--- config.mk ---
export PLATFORM = sky130hd
export DESIGN_NAME = acs_front
export DESIGN_NICKNAME = d
export VERILOG_FILES = /design/src/hdl/acs_pkg.sv /design/src/hdl/acs_front.sv
export SDC_FILE = /design/constraint.sdc
export NUM_CORES = 1
export LEC_CHECK = 0
export ABC_AREA = 0
export BUFFER_PORTS_ARGS = -buffer_cell sky130_fd_sc_hd__buf_2
export CAP_MARGIN = 30
export CELL_PAD_IN_SITES_DETAIL_PLACEMENT = 1
export CELL_PAD_IN_SITES_GLOBAL_PLACEMENT = 1
export CORE_UTILIZATION = 35
export DETAILED_ROUTE_END_ITERATION = 7
export PLACE_DENSITY = 0.63
export SETUP_SLACK_MARGIN = 0.3
export SYNTH_ARGS = -nofsm -noshare
export SYNTH_HDL_FRONTEND = slang
export SYNTH_SLANG_ARGS = --single-unit
--- constraint.sdc ---
create_clock -name clk_i -period 4.33 [get_ports clk_i]
set_input_delay 0.2165 -clock clk_i [delete_from_list [all_inputs] [get_ports clk_i]]
set_output_delay 0.2165 -clock clk_i [all_outputs]
set_load 0.005 [all_outputs]
--- src/hdl/acs_pkg.sv ---
`default_nettype none

package acs_pkg;

  // default word memory address width
  localparam int MemAddrBitsDef = 10;

  // queue depths (powers of two)
  localparam int CmdqDepth = 2;
  localparam int CmdqPtrW  = $clog2(CmdqDepth);
  localparam int CmdqCntW  = $clog2(CmdqDepth + 1);
  localparam int ResqDepth = 2;
  localparam int ResqPtrW  = $clog2(ResqDepth);
  localparam int ResqCntW  = $clog2(ResqDepth + 1);

  // instruction opcodes, bits 2:0
  localparam logic [2:0] OP_LOAD  = 3'd0;
  localparam logic [2:0] OP_ADD   = 3'd1;
  localparam logic [2:0] OP_STORE = 3'd2;
  localparam logic [2:0] OP_BRZ   = 3'd3;
  localparam logic [2:0] OP_COPY  = 3'd4;

  localparam logic KIND_EXEC = 1'b0;
  localparam logic KIND_HOST = 1'b1;

  typedef enum logic [2:0] {
    ACT_NOP,
    ACT_LOAD,
    ACT_ADD,
    ACT_STORE,
    ACT_BRZ,
    ACT_COPY,
    ACT_HOST
  } act_e;

  typedef enum logic [1:0] {
    BK_CLEAR,
    BK_ISSUE,
    BK_EXEC
  } back_state_e;

  typedef struct packed {
    logic        kind;
    logic [15:0] instr;
    logic [9:0]  host_addr;
    logic [15:0] host_data;
  } in_word_t;

  typedef struct packed {
    logic [15:0] prog_counter;
    logic [15:0] accum;
    logic        copy_phase;
    logic [15:0] copy_offset;
  } out_word_t;

  // classified command handed from front to back
  typedef struct packed {
    act_e        act;
    logic [7:0]  addr;
    logic [5:0]  src;
    logic [6:0]  dst;
    logic [9:0]  host_addr;
    logic [15:0] host_data;
  } cmd_t;

  typedef struct packed {
    logic clearing;
    logic issue;
  } back_status_t;

endpackage

`default_nettype wire

--- src/hdl/acs_front.sv ---
`default_nettype none

module acs_front (
  input  logic             clk_i,
  input  logic             rst_ni,
  input  logic             push_i,
  input  acs_pkg::in_word_t in_word_i,
  output logic             full_o,
  input  logic             take_i,
  output logic             avail_o,
  output acs_pkg::cmd_t    cmd_o
);
  import acs_pkg::*;

  cmd_t                cmd_dec;
  cmd_t                q_q [CmdqDepth];
  logic [CmdqPtrW-1:0] wr_ptr_q, wr_ptr_d;
  logic [CmdqPtrW-1:0] rd_ptr_q, rd_ptr_d;
  logic [CmdqCntW-1:0] cnt_q, cnt_d;

  // classify the word
  always_comb begin
    cmd_dec.addr      = in_word_i.instr[15:8];
    cmd_dec.src       = in_word_i.instr[8:3];
    cmd_dec.dst       = in_word_i.instr[15:9];
    cmd_dec.host_addr = in_word_i.host_addr;
    cmd_dec.host_data = in_word_i.host_data;
    if (in_word_i.kind == KIND_HOST) begin
      cmd_dec.act = ACT_HOST;
    end else begin
      unique case (in_word_i.instr[2:0])
        OP_LOAD:  cmd_dec.act = ACT_LOAD;
        OP_ADD:   cmd_dec.act = ACT_ADD;
        OP_STORE: cmd_dec.act = ACT_STORE;
        OP_BRZ:   cmd_dec.act = ACT_BRZ;
        OP_COPY:  cmd_dec.act = ACT_COPY;
        default:  cmd_dec.act = ACT_NOP;
      endcase
    end
  end

  assign full_o  = (cnt_q == CmdqCntW'(CmdqDepth));
  assign avail_o = (cnt_q != '0);
  assign cmd_o   = q_q[rd_ptr_q];

  always_comb begin
    wr_ptr_d = push_i ? wr_ptr_q + 1'b1 : wr_ptr_q;
    rd_ptr_d = take_i ? rd_ptr_q + 1'b1 : rd_ptr_q;
    cnt_d    = cnt_q + CmdqCntW'(push_i) - CmdqCntW'(take_i);
  end

  always_ff @(posedge clk_i) begin
    if (push_i) begin
      q_q[wr_ptr_q] <= cmd_dec;
    end
  end

  always_ff @(posedge clk_i or negedge rst_ni) begin
    if (!rst_ni) begin
      wr_ptr_q <= '0;
      rd_ptr_q <= '0;
      cnt_q    <= '0;
    end else begin
      wr_ptr_q <= wr_ptr_d;
      rd_ptr_q <= rd_ptr_d;
      cnt_q    <= cnt_d;
    end
  end

endmodule

`default_nettype wire

; Word-level counts from Yosys, hierarchy flattened
; Memory sizes are Yosys's and may differ from the RTL's.
; Cells that the tools add are included.
[op_classes]
n_bitwise = 0
magnitude_cmp = 0
div_mod_pow = 0
n_eq_ne = 5
multipliers = 0
shifts = 0
reduce_logical = 2
muxes = 4
n_addsub = 4
[op_table]
columns = operator, count
row1 = 3-bit case mux with 5 select lines, 1
row2 = "3-bit by 2-bit equality test with 1-bit output, second input constant", 2
row3 = "3-bit by 1-bit equality test with 1-bit output, second input constant", 1
row4 = "3-bit equality test, second input constant", 1
row5 = 3-bit zero test, 1
row6 = 3-bit two-way mux, 1
row7 = "1-bit adder, second input constant", 2
row8 = 2-bit by 1-bit adder with 2-bit output, 1
row9 = "2-bit equality test, second input constant", 1
row10 = 1-bit two-way mux, 2
row11 = 2-bit nonzero test, 1
row12 = 2-bit by 1-bit subtractor with 2-bit output, 1
[word_totals]
ram_bits = 100
in_bits = 47
mem_count = 1
latchBits = 0
romBits = 0
reg_bits = 4
[mem_list]
columns = memory, words, width, rd, rd_clocked_by_memory_dff, write_ports, line_no
row1 = q_q, 2, 50, 1, 0, 1, acs_front.sv:16  ; cmd_t q_q [CmdqDepth];

; Depth between registers and ports, before layout
[depth]
depth_word = 3
ltp_mapped = 6

; Least setup slack after synthesis
; Ideal clock, no wire load.
[synth_path]
path_kind = register to register
start = register wr_ptr_q
end = memory q_q[0][0] in the netlist's numbering (enable)
path_stages_with_launch = 2
arrival_time_ns = 2.281
required_time_ns = 3.884
slack_ns = 1.603
setup_time_ns = 0.446
path_cell_list = dfrtp_1 -> nor2b_1
[synth_lines]
columns = element, line_no
row1 = "start, declared", acs_front.sv:17  ; logic [CmdqPtrW-1:0] wr_ptr_q, wr_ptr_d;
row2 = "start signal, assigned", acs_front.sv:64  ; wr_ptr_q <= wr_ptr_d;
row3 = "end, declared", acs_front.sv:16
; Straight into the memory's write port.

==> results.toml <==
[floorplan]
rows = 36
core_um2 = 9770
start_util_pct = 36.1
ios = 99
die_area_um2 = 10500
die_h_um = 102
dieWidth_um = 102

[detailed_routing]
routedWlPerCell_um = 14.9
viasPerCell = 4.34
wirelength_um = 5940
ant_nets = 0
drtPass1Iterations = 4
vias = 1730
dr.first_iter.drc_count = 51
drc = 0

[worst_setup_path]
path_cells = "buf_4 > mux2_2 > buf_2"
critPathMaxStageDelay_ns = 0.85
worst_setup_path_end_kind = "primary output"
cp.arrival_ns = 2.18
critPathBufInv = 2
worstPathRequired_ns = 4.11
crit_path_max_fanout = 24
cp_top_family = "flip-flops"
crit_type = "reg2out"
crit_slowest_cell = "dfrtp_2"
start_kind = "register"

[sta]
setup_viol_count_final = 0
worst_pin_slew_ns = 0.739
finalWorstSetupSlack_ns = 1.94
max_freq_mhz = 418
maxSlewViolCount = 0
relSlewSlack_pct = 50.7
grt_setup_unrepaired = "no"
finalCritPeriodShare_pct = 55.3
setup_tns_ns = 0
period_needed_ns = 2.39
finClkSkew_ns = 0.0111
whs_ns = 0.0542
hold_viol_final = 0

[final_layout]
nNetsFinal = 310
antennaDiodeCount = 0
drive_gt1_share_pct = 60.5
area_growth_pct = 21.2
fin_area_um2 = 4280
fin_cells = 399

[synthesis]
yosys-top-cells-area = "edfxtp_1 71%, mux2_4 17%, dfrtp_1 2.8%"
ys_seq_area_share_pct = 74.3
synth_top_area_cell = "edfxtp_1"
synth_area_um2 = 3530
synth.most_common_cell = "edfxtp_1"
synth_fp_nets = 210
ys_types = 18
async_flop_share_pct = 4.55
ys_top_cells_by_count = "84 x edfxtp_1, 39 x mux2_4, 8 x buf_4"
ys_warn_count = 0
syn_inst = 161
synthDominantCellAreaShare_pct = 71.5
avgSynthCellArea_um2 = 21.9
synth_ff_type = "edfxtp_1"
synth_seq_cells = 88
synth_edf_count = 84

[global_route]
grt_max_degree = 30
grt_pass1_vias = 1734
gr-total-overflow = 0
grt_usage_pct = 12.1
antenna_found_initial = 0
grt_pass1_wl_um = 8910

[clocking]
h-tree-depth = 3
clock_sink_count = 88
clk_latency_ns = 0.35
clk_pin_slew_ns = 0.09
clockRootBuffer = "clkbuf_8"
cts_buffers = 9
cts_tree = "done"
post_cts_buffers = 0
cts.path.max_buffers = 2

[power]
p_leak_nw = 1.73
peakVddDrop_v = 0.000236
p_per_area_nw_per_um2 = 600

[place]
dpl.hpwl_um = 4070
io_buffers = 98
gp_congestion = 0.663
dpl.cell_count = 382
dp_slack_ns = 2.25
placed_cell_area_um2 = 4080

[run_status]
status = "complete, no violations"

[min_path]
hp-class = "in2reg"

[job]
maxCapViolCount = 0
-- cells by family after synthesis --
kind of cell / count (synthesis) / share of synthesized area, %
flops: 88 / 74.3
mux: 42 / 17.5
buf+inv: 15 / 4.50
simple gates: 6 / 0.993
xor+xnor: 5 / 1.24
compound gates: 3 / 0.709
fa+ha+maj: 2 / 0.709
-- stage by stage --
stage	utilization, %	power (mW)
after floorplan	-	1.86
after global placement	41.5	2.05
after detailed placement	41.7	2.08
after CTS	43.8	2.62
after global routing	43.8	2.73
final	43.8	2.57
-- metal layers --
layer,GRT usage [%],up-vias,wire [µm]
li1,-,812,-
met1,14.4,838,2570
met2,18.6,71,2840
met3,4.38,9,428
met4,7.25,0,96
met5,0,-,0
-- power breakdown --
group	internal, mW	switching, mW	leakage, nW	total (mW)
registers	1.13	0.104	0.834	1.24
clock network	0.264	0.273	0.0937	0.537
logic	0.470	0.325	0.807	0.795
-- layout by cell type (no fill, tap or decap), types with 3 or more instances in the layout --
| master | count |
|---|---|
| edfxtp_1 | 84 |
| buf_2 | 98 |
| xnor2_1 | 3 |
| mux2_4 | 39 |
| dfrtp_1 | 3 |
| clkbuf_8 | 9 |
| mux2_2 | 3 |
-- area by class of cell --
class	instances	area (µm²)
clock inverters	6	60.1
repair buffers	102	536
well taps	133	166
fillers	1005	5500
multi-input cells	58	757
clock buffers	10	128
inverters	2	7.51
flip-flops and latches	88	2620
-- flip-flops by register name, indices dropped and copies added, names as in the netlist --
signal	flops
wr_ptr_q	1
q_q	84
rd_ptr_q	1
cnt_q	2
-- worst reg2reg max path, cell delays in order, from the launching register on --
cell and delay [ns]:
dfrtp_1 0.43, nor2b_4 0.52, buf_4 0.45
-- timing repair --
action                                 in CTS  in global routing
hold buffers                                1                  0
endpoints found under the hold margin       4                  0
resized for setup                           0                  0
-- worst paths after layout --
| path | from | endpoint | slack (ns) | cells past startpoint |
|---|---|---|---|---|
| worst max-delay path | rd_ptr_q | cmd_o[36] | 1.94 | 3 |
| max in group asynchronous | rst_ni | rd_ptr_q | 3.99 | 2 |
| worst min-delay path | in_word_i[36] | q_q[0][41] | 0.05 | 1 |
| worst min register to register | wr_ptr_q | wr_ptr_q | 0.54 | 1 |
| worst max register to register | wr_ptr_q | q_q[0][48] | 2.61 | 2 |
| min in group asynchronous | rst_ni | cnt_q[0] | 0.21 | 2 |
Power figures use the tool's default switching activity.
