File: config.mk
export PLATFORM = sky130hd
export DESIGN_NAME = acs_resq
export DESIGN_NICKNAME = d
export VERILOG_FILES = /design/src/hdl/acs_pkg.sv /design/src/hdl/acs_resq.sv
export SDC_FILE = /design/constraint.sdc
export NUM_CORES = 1
export LEC_CHECK = 0
export BUFFER_PORTS_ARGS = -buffer_cell sky130_fd_sc_hd__buf_2
export CAP_MARGIN = 10
export CELL_PAD_IN_SITES_DETAIL_PLACEMENT = 2
export CELL_PAD_IN_SITES_GLOBAL_PLACEMENT = 2
export CORE_ASPECT_RATIO = 0.75
export CORE_UTILIZATION = 39
export CTS_CLUSTER_SIZE = 8
export DETAILED_ROUTE_END_ITERATION = 8
export HOLD_SLACK_MARGIN = 0.12
export PLACE_DENSITY = 0.81
export SYNTH_ARGS = -nofsm -noshare
export SYNTH_HDL_FRONTEND = slang
export SYNTH_SLANG_ARGS = --single-unit
export TNS_END_PERCENT = 30
File: constraint.sdc
create_clock -name clk_i -period 3.5 [get_ports clk_i]
set_input_delay 0.35 -clock clk_i [delete_from_list [all_inputs] [get_ports clk_i]]
set_output_delay 0.35 -clock clk_i [all_outputs]
set_load 0.02 [all_outputs]
File: src/hdl/acs_pkg.sv
`default_nettype none

package acs_pkg;

  // default word memory address width
  localparam int MemAddrBitsDef = 10;

  // queue depths (powers of two)
  localparam int CmdqDepth = 2;
  localparam int CmdqPtrW  = $clog2(CmdqDepth);
  localparam int CmdqCntW  = $clog2(CmdqDepth + 1);
  localparam int ResqDepth = 2;
  localparam int ResqPtrW  = $clog2(ResqDepth);
  localparam int ResqCntW  = $clog2(ResqDepth + 1);

  // instruction opcodes, bits 2:0
  localparam logic [2:0] OP_LOAD  = 3'd0;
  localparam logic [2:0] OP_ADD   = 3'd1;
  localparam logic [2:0] OP_STORE = 3'd2;
  localparam logic [2:0] OP_BRZ   = 3'd3;
  localparam logic [2:0] OP_COPY  = 3'd4;

  localparam logic KIND_EXEC = 1'b0;
  localparam logic KIND_HOST = 1'b1;

  typedef enum logic [2:0] {
    ACT_NOP,
    ACT_LOAD,
    ACT_ADD,
    ACT_STORE,
    ACT_BRZ,
    ACT_COPY,
    ACT_HOST
  } act_e;

  typedef enum logic [1:0] {
    BK_CLEAR,
    BK_ISSUE,
    BK_EXEC
  } back_state_e;

  typedef struct packed {
    logic        kind;
    logic [15:0] instr;
    logic [9:0]  host_addr;
    logic [15:0] host_data;
  } in_word_t;

  typedef struct packed {
    logic [15:0] prog_counter;
    logic [15:0] accum;
    logic        copy_phase;
    logic [15:0] copy_offset;
  } out_word_t;

  // classified command handed from front to back
  typedef struct packed {
    act_e        act;
    logic [7:0]  addr;
    logic [5:0]  src;
    logic [6:0]  dst;
    logic [9:0]  host_addr;
    logic [15:0] host_data;
  } cmd_t;

  typedef struct packed {
    logic clearing;
    logic issue;
  } back_status_t;

endpackage

`default_nettype wire

File: src/hdl/acs_resq.sv
`default_nettype none

module acs_resq (
  input  logic               clk_i,
  input  logic               rst_ni,
  input  logic               push_i,
  input  acs_pkg::out_word_t word_i,
  output logic               full_o,
  input  logic               pop_i,
  output logic               empty_o,
  output acs_pkg::out_word_t word_o
);
  import acs_pkg::*;

  out_word_t           q_q [ResqDepth];
  logic [ResqPtrW-1:0] wr_ptr_q;
  logic [ResqPtrW-1:0] rd_ptr_q;
  logic [ResqCntW-1:0] cnt_q;
  logic                do_pop;

  assign full_o  = (cnt_q == ResqCntW'(ResqDepth));
  assign empty_o = (cnt_q == '0);
  assign word_o  = q_q[rd_ptr_q];
  assign do_pop  = pop_i && !empty_o;

  always_ff @(posedge clk_i) begin
    if (push_i) begin
      q_q[wr_ptr_q] <= word_i;
    end
  end

  always_ff @(posedge clk_i or negedge rst_ni) begin
    if (!rst_ni) begin
      wr_ptr_q <= '0;
      rd_ptr_q <= '0;
      cnt_q    <= '0;
    end else begin
      if (push_i) begin
        wr_ptr_q <= wr_ptr_q + 1'b1;
      end
      if (do_pop) begin
        rd_ptr_q <= rd_ptr_q + 1'b1;
      end
      cnt_q <= cnt_q + ResqCntW'(push_i) - ResqCntW'(do_pop);
    end
  end

endmodule

`default_nettype wire

* Word level (Yosys, flattened, before mapping)
Memories as Yosys holds them, arrays and structs flattened.
Cells that the tools add are included.
** Word-level totals
- Bits in registers :: 4
- Word-level logic and storage cells :: 14
- Output and inout bits :: 51
- Bits in writable memories :: 98
- Input port bits :: 53
- Memories :: 1
** Memories
- q_q :: words 2, bits a word 49, read ports 1, clocked after Yosys merged registers in 0, write ports 1, line acs_resq.sv:15 : out_word_t q_q [ResqDepth];
** Cells by class
- Reductions and logical operators :: 3
- Add/subtract/negate cells :: 4
- Muxes and demuxes :: 2
- Equality and inequality tests :: 1
** Operator list (number)
- 1-bit adder, second input constant :: 2
- 2-bit by 1-bit adder with 2-bit output :: 1
- 2-bit == test, second input constant :: 1
- 2-bit zero test :: 1
- 1-bit two-way mux :: 2
- 2-bit by 1-bit subtractor with 2-bit output :: 1
- 1-bit logical AND :: 1
- 1-bit zero test :: 1

* Longest topological paths before layout
Gate-level depths: netlist (run 1).
- Depth after elaboration :: 4
- Gate-level depth with buffers :: 6
- Gate-level depth less buffers :: 6

* Worst setup path before layout (run 1)
OpenSTA, ideal clock, no wires.
- Path kind :: register to register
- Start point :: reg wr_ptr_q
- End point :: mem q_q[0][0] (netlist bit) (enable)
- Data required time :: 3038 ps
- Clock period less this slack :: 3050 ps
- Arrival time :: 2588 ps
- Slack :: 450 ps
- Buffers on the path :: 0
- Stages on the path, launching flop included :: 2
- Setup time :: 462 ps
- Cells stage by stage :: dfrtp_1 > nor2b_1
** RTL lines
- start: declaration :: line acs_resq.sv:16 : logic [ResqPtrW-1:0] wr_ptr_q;
- start signal: assignment :: line acs_resq.sv:39 : wr_ptr_q <= wr_ptr_q + 1'b1;
- end: declaration :: line acs_resq.sv:15
Straight into the memory's write port.

==> results of run 1 <==
[through the flow]
step / std cells / hold slack, ns / worst slack (ns)
2_1_floorplan: 170 / 0.0544 / 0.450
3_3_place_gp: 402 / 0.161 / 1.53
3_5_place_dp: 402 / 0.167 / 1.53
4_1_cts: 419 / 0.184 / 1.15
5_1_grt: 419 / 0.181 / 1.09
6_report: 419 / 0.193 / 1.17
[metal layers]
metal / track usage [%] / vias to the layer above / part of all wire [%] / wire length (um)
li1: - / 891 / - / -
met1: 19.2 / 969 / 44 / 3420
met2: 25.5 / 79 / 48 / 3730
met3: 5.37 / 10 / 6.6 / 513
met4: 4.83 / 2 / 0.89 / 69
met5: 0 / - / 0.22 / 17
[cell type report]
class / count / share of cell area [%]
Tap cell: 132 / 3.35
Sequential cell: 102 / 61.9
Multi-Input combinational cell: 60 / 17.0
Timing Repair Buffer: 107 / 11.1
Clock buffer: 9 / 4.57
Inverter: 2 / 0.152
Clock inverter: 7 / 1.96
[worst max-delay path by stage]
stage / to / slack [ns] / cells after the start
after CTS: word_o[42] / 1.15 / 2
final: word_o[18] / 1.17 / 2
after detailed placement: word_o[9] / 1.53 / 2
after floorplan: q_q[0][0] / 0.45 / 1
after global routing: word_o[9] / 1.09 / 2
after global placement: word_o[9] / 1.53 / 2
[logic make-up after synthesis]
| kind of cell | after synthesis | share of synthesized area, % |
|---|---|---|
| adder cells (fa/ha/maj) | 2 | 0.627 |
| flip-flops | 102 | 76.3 |
| multiplexers | 49 | 18.5 |
| XOR/XNOR | 4 | 0.879 |
| AO/OA/AOI/OAI | 1 | 0.188 |
| AND/OR/NAND/NOR | 4 | 0.565 |
| buffers and inverters | 8 | 2.98 |
[registers in the layout (all words and copies together) (netlist names)]
register / count
q_q: 98
cnt_q: 2
rd_ptr_q: 1
wr_ptr_q: 1
[power groups by stage]
stage                     logic, mW  clock network, mW  registers, mW
after floorplan                1.21                  0           1.71
final                          1.33               1.06           1.87
after global routing           1.41               1.13           1.91
after detailed placement       1.34                  0           1.90
after CTS                      1.35               1.08           1.88
after global placement         1.31                  0           1.88
[synth_stat cells]
master	n	area share (%)
sky130_fd_sc_hd__xor2_1	2	0.44
sky130_fd_sc_hd__mux2_4	49	18
sky130_fd_sc_hd__nor2b_1	2	0.31
sky130_fd_sc_hd__and2_1	1	0.16
sky130_fd_sc_hd__inv_1	2	0.19
sky130_fd_sc_hd__buf_12	5	2.5
sky130_fd_sc_hd__o21a_1	1	0.19
sky130_fd_sc_hd__ha_1	2	0.63
sky130_fd_sc_hd__nor2_1	1	0.094
sky130_fd_sc_hd__edfxtp_1	98	74
sky130_fd_sc_hd__dfrtp_1	4	2.5
sky130_fd_sc_hd__xnor2_1	2	0.44
sky130_fd_sc_hd__buf_6	1	0.28
[worst reg2reg max path, delay by kind of cell (launching register included)]
family	cells	cell delay, ns
AND/OR/NAND/NOR	1	0.60
flip-flops	1	0.42
buffers and inverters	1	0.35
[repair_timing]
item	in CTS	in global routing
endpoints found under the setup margin	0	0
hold buffers	1	0
hold endpoints to repair	4	0
==> summary.txt, run 1 <==
Finish
  – Fillcell total: 887
  – Net count of the finished layout: 337
  – Fraction of final layout cells sized beyond drive strength 1: 60.6%
  – Most frequent cells in the layout: sky130_fd_sc_hd__buf_2 (103), sky130_fd_sc_hd__edfxtp_1 (98), sky130_fd_sc_hd__mux2_4 (49)
  – Most common cell after layout, fill and taps aside: sky130_fd_sc_hd__buf_2
  – Final instance area: 0.00492 mm2
  – Multi-input combinational cell area: 835 um2
  – Layout-stage area growth over the synthesis result: 23.5%
  – Number of antenna cells inserted: 0
  – Area of all sequential standard cells: 0.00305 mm2
  – Core Util, Final: 50.2%

Timing
  – Slew @ Worst Pin: 0.987 ns
  – RSZ-0062 raised after global routing: false
  – Part of the cycle the worst path needs: 66.7%
  – Final period demand of the worst path: 2.33 ns
  – Number of max-slew violations in the final report: 0
  – Final setup violation count: 0
  – Setup TNS Final: 0 ns
  – Fin. Hold Viols: 0
  – Timing-limited maximum frequency: 428 MHz
  – Slew HR: 34.2%
  – Final worst clock skew: 0.00815 ns

Job
  – Count of maximum capacitance violations: 0

Placement
  – Final HPWL from detailed placement: 5140 um
  – Post-place instance area: 0.00459 mm2
  – IO buf count: 103
  – Final weighted congestion in routability-driven placement: 0.681

Pwr
  – Power density cells: 866 mW/mm2
  – Total leakage power: 2.01 nW
  – Internal portion of total power: 2.91 mW
  – Fraction of power consumed by sequential logic: 44.0%
  – VDD IR-drop max: 0.000394 V
  – Power spent charging and discharging nets: 1.35 mW
  – Power share of the clock group: 24.9%
  – Post-route total power: 4.26 mW
  – Net switching share of the total power: 31.6%
  – Power share of the combinational group: 31.1%

Floorplan
  – I/O pin total: 104
  – Starting density of the core: 40.6%
  – Height of the chip: 89.6 um
  – Die X-Extent: 119 um
  – Area of the placeable core: 0.00981 mm2
  – Die Outline Area: 0.0106 mm2
  – # rows: 31

Setup path
  – Buffering stage count on the worst path with inverters included: 1
  – Crit path max fanout: 50
  – Launching element type of the critical path: register
  – Sort of element at the end of the critical path: output pin
  – Cell depth of the worst flop-to-flop path: 2
  – Endpoint of the lowest-slack register-to-register path: q_q[1][41]
  – Highest cell delay on the worst timing path: 1.06 ns
  – Cell-by-cell trace of the critical path: mux2_4 -> buf_2
  – Data arrival at the endpoint of the critical path: 1.98 ns
  – Required arrival time at the worst endpoint: 3.15 ns
  – Top delay family on crit path: flip-flops
  – Worst R2R Start: wr_ptr_q
  – Critical Path Start: rd_ptr_q
  – Setup Crit Path Kind: reg2out
  – Worst R2R Setup Slack: 1.81 ns
  – Cell at the slowest stage of the critical path: sky130_fd_sc_hd__dfrtp_4

Worst hold path
  – Endpoint, Worst Hold: q_q[0][45]
  – Hold Crit Depth: 1
  – Hold crit path type: in2reg
  – Hold path startpoint: word_i[45]

Detailed routing
  – Count of vias placed by the detailed router: 1951
  – Post-DRT Antenna Nets: 0
  – Remaining design rule violation count: 0
  – Drt via density: 4.66
  – Routed wire per std cell: 18.5 um
  – Initial DRC Count: 105
  – First-pass iteration count of the detailed router: 4
  – Total Routed Length: 7760 um

Synth
  – Share of synthesized area occupied by flip-flops and latches: 76.3%
  – Cells after synthesis: 170
  – Number of warning messages in the yosys log: 0
  – Synthesized area per cell: 23.5 um2
  – Distinct cell type count of the synthesized netlist: 13
  – Post-Synthesis Net Count: 225
  – Post-synthesis instance area: 0.00399 mm2
  – Flip-flop and latch count after synthesis: 102

Global routing
  – Via count of the first global-routing pass: 2059
  – Initial antenna violation count: 1
  – Largest net degree at the start of global routing: 51
  – Global-route wire length before repair: 11800 um
  – Global route total overflow: 0
  – Global router's overall resource usage: 15.3%

Clock network
  – Number of levels the H-tree was split into: 3
  – # clock sinks: 102
  – Clock slew at reported path FFs: 0.07 ns
  – Clk buf depth: 2
  – TritonCTS clock tree: yes
  – Number of buffers inserted during clock tree synthesis: 9
  – Clock Latency Late Sink: 0.34 ns
  – Root buf cell: sky130_fd_sc_hd__clkbuf_16
  – Post-cts resize count: 0
  – Setup fix buffers added after clock tree synthesis: 0

Run status
  – Result of the run: finished, final reports clean
No activity file was read; power rests on OpenSTA's default activity.
==> run 2: changes to the inputs <==
--- a/config.mk
+++ b/config.mk
@@ -10,11 +10,11 @@
 export CELL_PAD_IN_SITES_DETAIL_PLACEMENT = 2
 export CELL_PAD_IN_SITES_GLOBAL_PLACEMENT = 2
 export CORE_ASPECT_RATIO = 0.75
-export CORE_UTILIZATION = 39
+export CORE_UTILIZATION = 35
 export CTS_CLUSTER_SIZE = 8
 export DETAILED_ROUTE_END_ITERATION = 8
 export HOLD_SLACK_MARGIN = 0.12
-export PLACE_DENSITY = 0.81
+export PLACE_DENSITY = 0.77
 export SYNTH_ARGS = -nofsm -noshare
 export SYNTH_HDL_FRONTEND = slang
 export SYNTH_SLANG_ARGS = --single-unit
==> constraint.sdc (replaced) <==
create_clock -name clk_i -period 1.91 [get_ports clk_i]
set_input_delay 0.191 -clock clk_i [delete_from_list [all_inputs] [get_ports clk_i]]
set_output_delay 0.191 -clock clk_i [all_outputs]
set_load 0.02 [all_outputs]
==> summary.txt, run 2 (same netlist as run 1, synthesis figures left out) <==
Floorplan
  – # rows: 33
  – Starting density of the core: 36.2%
  – Die X-Extent: 125 um
  – I/O pin total: 104
  – Height of the chip: 94.4 um
  – Die Outline Area: 0.0118 mm2
  – Area of the placeable core: 0.0110 mm2

Timing
  – Fin. Hold Viols: 0
  – Final worst clock skew: 0.00649 ns
  – Final setup violation count: 0
  – Timing-limited maximum frequency: 577 MHz
  – Worst setup margin: 0.176 ns
  – Number of max-slew violations in the final report: 0
  – Slew HR: 81.9%
  – WHS: 0.199 ns
  – Part of the cycle the worst path needs: 90.8%
  – RSZ-0062 raised after global routing: false
  – Setup TNS Final: 0 ns
  – Final period demand of the worst path: 1.73 ns
  – Slew @ Worst Pin: 0.272 ns

Setup path
  – Sort of element at the end of the critical path: output pin
  – Data arrival at the endpoint of the critical path: 1.54 ns
  – Launching element type of the critical path: register
  – Setup Crit Path Kind: reg2out
  – Required arrival time at the worst endpoint: 1.72 ns
  – Critical Path Start: rd_ptr_q
  – Crit path max fanout: 28
  – Worst R2R Start: cnt_q[1]

Detailed routing
  – Total Routed Length: 8210 um
  – Routed wire per std cell: 17.2 um
  – Count of vias placed by the detailed router: 2115
  – Post-DRT Antenna Nets: 0
  – Initial DRC Count: 84
  – First-pass iteration count of the detailed router: 6
  – Remaining design rule violation count: 8
  – Drt via density: 4.42

Global routing
  – Global route total overflow: 0
  – Initial antenna violation count: 0
  – Via count of the first global-routing pass: 2299
  – Largest net degree at the start of global routing: 44
  – Global-route wire length before repair: 12400 um
  – Global router's overall resource usage: 14.5%

Clock network
  – Clock Latency Late Sink: 0.33 ns
  – Setup fix buffers added after clock tree synthesis: 0
  – Post-cts resize count: 0
  – # hold bufs at CTS: 51
  – Clk buf depth: 2
  – # clock sinks: 102
  – Root buf cell: sky130_fd_sc_hd__clkbuf_16
  – TritonCTS clock tree: yes
  – Number of levels the H-tree was split into: 3
  – Number of buffers inserted during clock tree synthesis: 9
  – Clock slew at reported path FFs: 0.07 ns

Placement
  – IO buf count: 103
  – Final weighted congestion in routability-driven placement: 0.646
  – DP Worst Slack: 0.349 ns
  – Post-place instance area: 0.00466 mm2
  – Final HPWL from detailed placement: 5150 um

Finish
  – Layout-stage area growth over the synthesis result: 37.5%
  – Fillcell total: 1008
  – Most common cell after layout, fill and taps aside: sky130_fd_sc_hd__buf_2
  – Final instance area: 0.00548 mm2
  – Fraction of final layout cells sized beyond drive strength 1: 50.9%
  – Area of all sequential standard cells: 0.00305 mm2
  – Largest registers ranked by flip-flop count: q_q: 98 flops, cnt_q: 2 flops
  – Number of antenna cells inserted: 0
  – Max FFs per register: 98
  – Net count of the finished layout: 388
  – Multi-input combinational cell area: 835 um2
  – Most frequent cells in the layout: sky130_fd_sc_hd__buf_2 (103), sky130_fd_sc_hd__edfxtp_1 (98), sky130_fd_sc_hd__dlygate4sd3_1 (51)
  – Core Util, Final: 49.7%
  – Register with the most flip-flops: q_q

Run status
  – Violations in the final reports: design-rule violations
  – Result of the run: finished, violations left

Pwr
  – Power density cells: 1450 mW/mm2
  – Total leakage power: 2.23 nW
  – VDD IR-drop max: 0.000665 V

Job
  – Count of maximum capacitance violations: 0

Worst hold path
  – Hold crit path type: in2async
[run 2: cell count changes in the layout (fill, tap and decap cells not counted)]
cell / delta
sky130_fd_sc_hd__dlygate4sd3_1: +50
sky130_fd_sc_hd__buf_12: +4
sky130_fd_sc_hd__buf_4: -3
sky130_fd_sc_hd__clkinv_1: +3
sky130_fd_sc_hd__clkinv_2: -2
sky130_fd_sc_hd__inv_6: -1
[run 2: final timing paths]
kind                       cells after the start    endpoint  slack [ns]
max                                            3  word_o[11]        0.18
min                                            2    wr_ptr_q        0.20
max reg2reg                                    6    cnt_q[1]        0.37
min reg2reg                                    1    cnt_q[1]        0.52
max in group asynchronous                      2    rd_ptr_q        1.57
min in group clk_i                             3    rd_ptr_q        0.20
[run 2: per-layer routing]
layer,wire length (um),global-route usage (%),up-vias
li1,-,-,986
met4,89,4.57,0
met5,0,0,-
met2,4480,27.7,70
met3,472,4.36,9
met1,3180,15.4,1050
[run 2: stage by stage]
step                cells  power, mW
global placement      411       5.95
detailed placement    411       6.05
global route          478       8.29
finish                478       7.93
CTS                   478       8.07
floorplan             170       5.36
[run 2: worst max-delay path: stages (launching register included)]
cell                      delay (ns)
sky130_fd_sc_hd__dfrtp_4        0.50
sky130_fd_sc_hd__buf_12         0.20
sky130_fd_sc_hd__mux2_4         0.33
sky130_fd_sc_hd__buf_2          0.16
[run 2: report_power, final]
| group | internal [mW] | switching (mW) |
|---|---|---|
| logic | 1.35 | 1.55 |
| registers | 2.98 | 0.160 |
| clock network | 1.14 | 0.754 |
| total | 5.47 | 2.46 |
[run 2: cell type report]
cell class	count	share of cell area [%]
multi-input combinational	60	15.2
sequential	102	55.6
timing repair buffer	158	20.2
clock inverter	7	1.62
tap	140	3.19
clock buffer	9	4.11
inverter	2	0.137
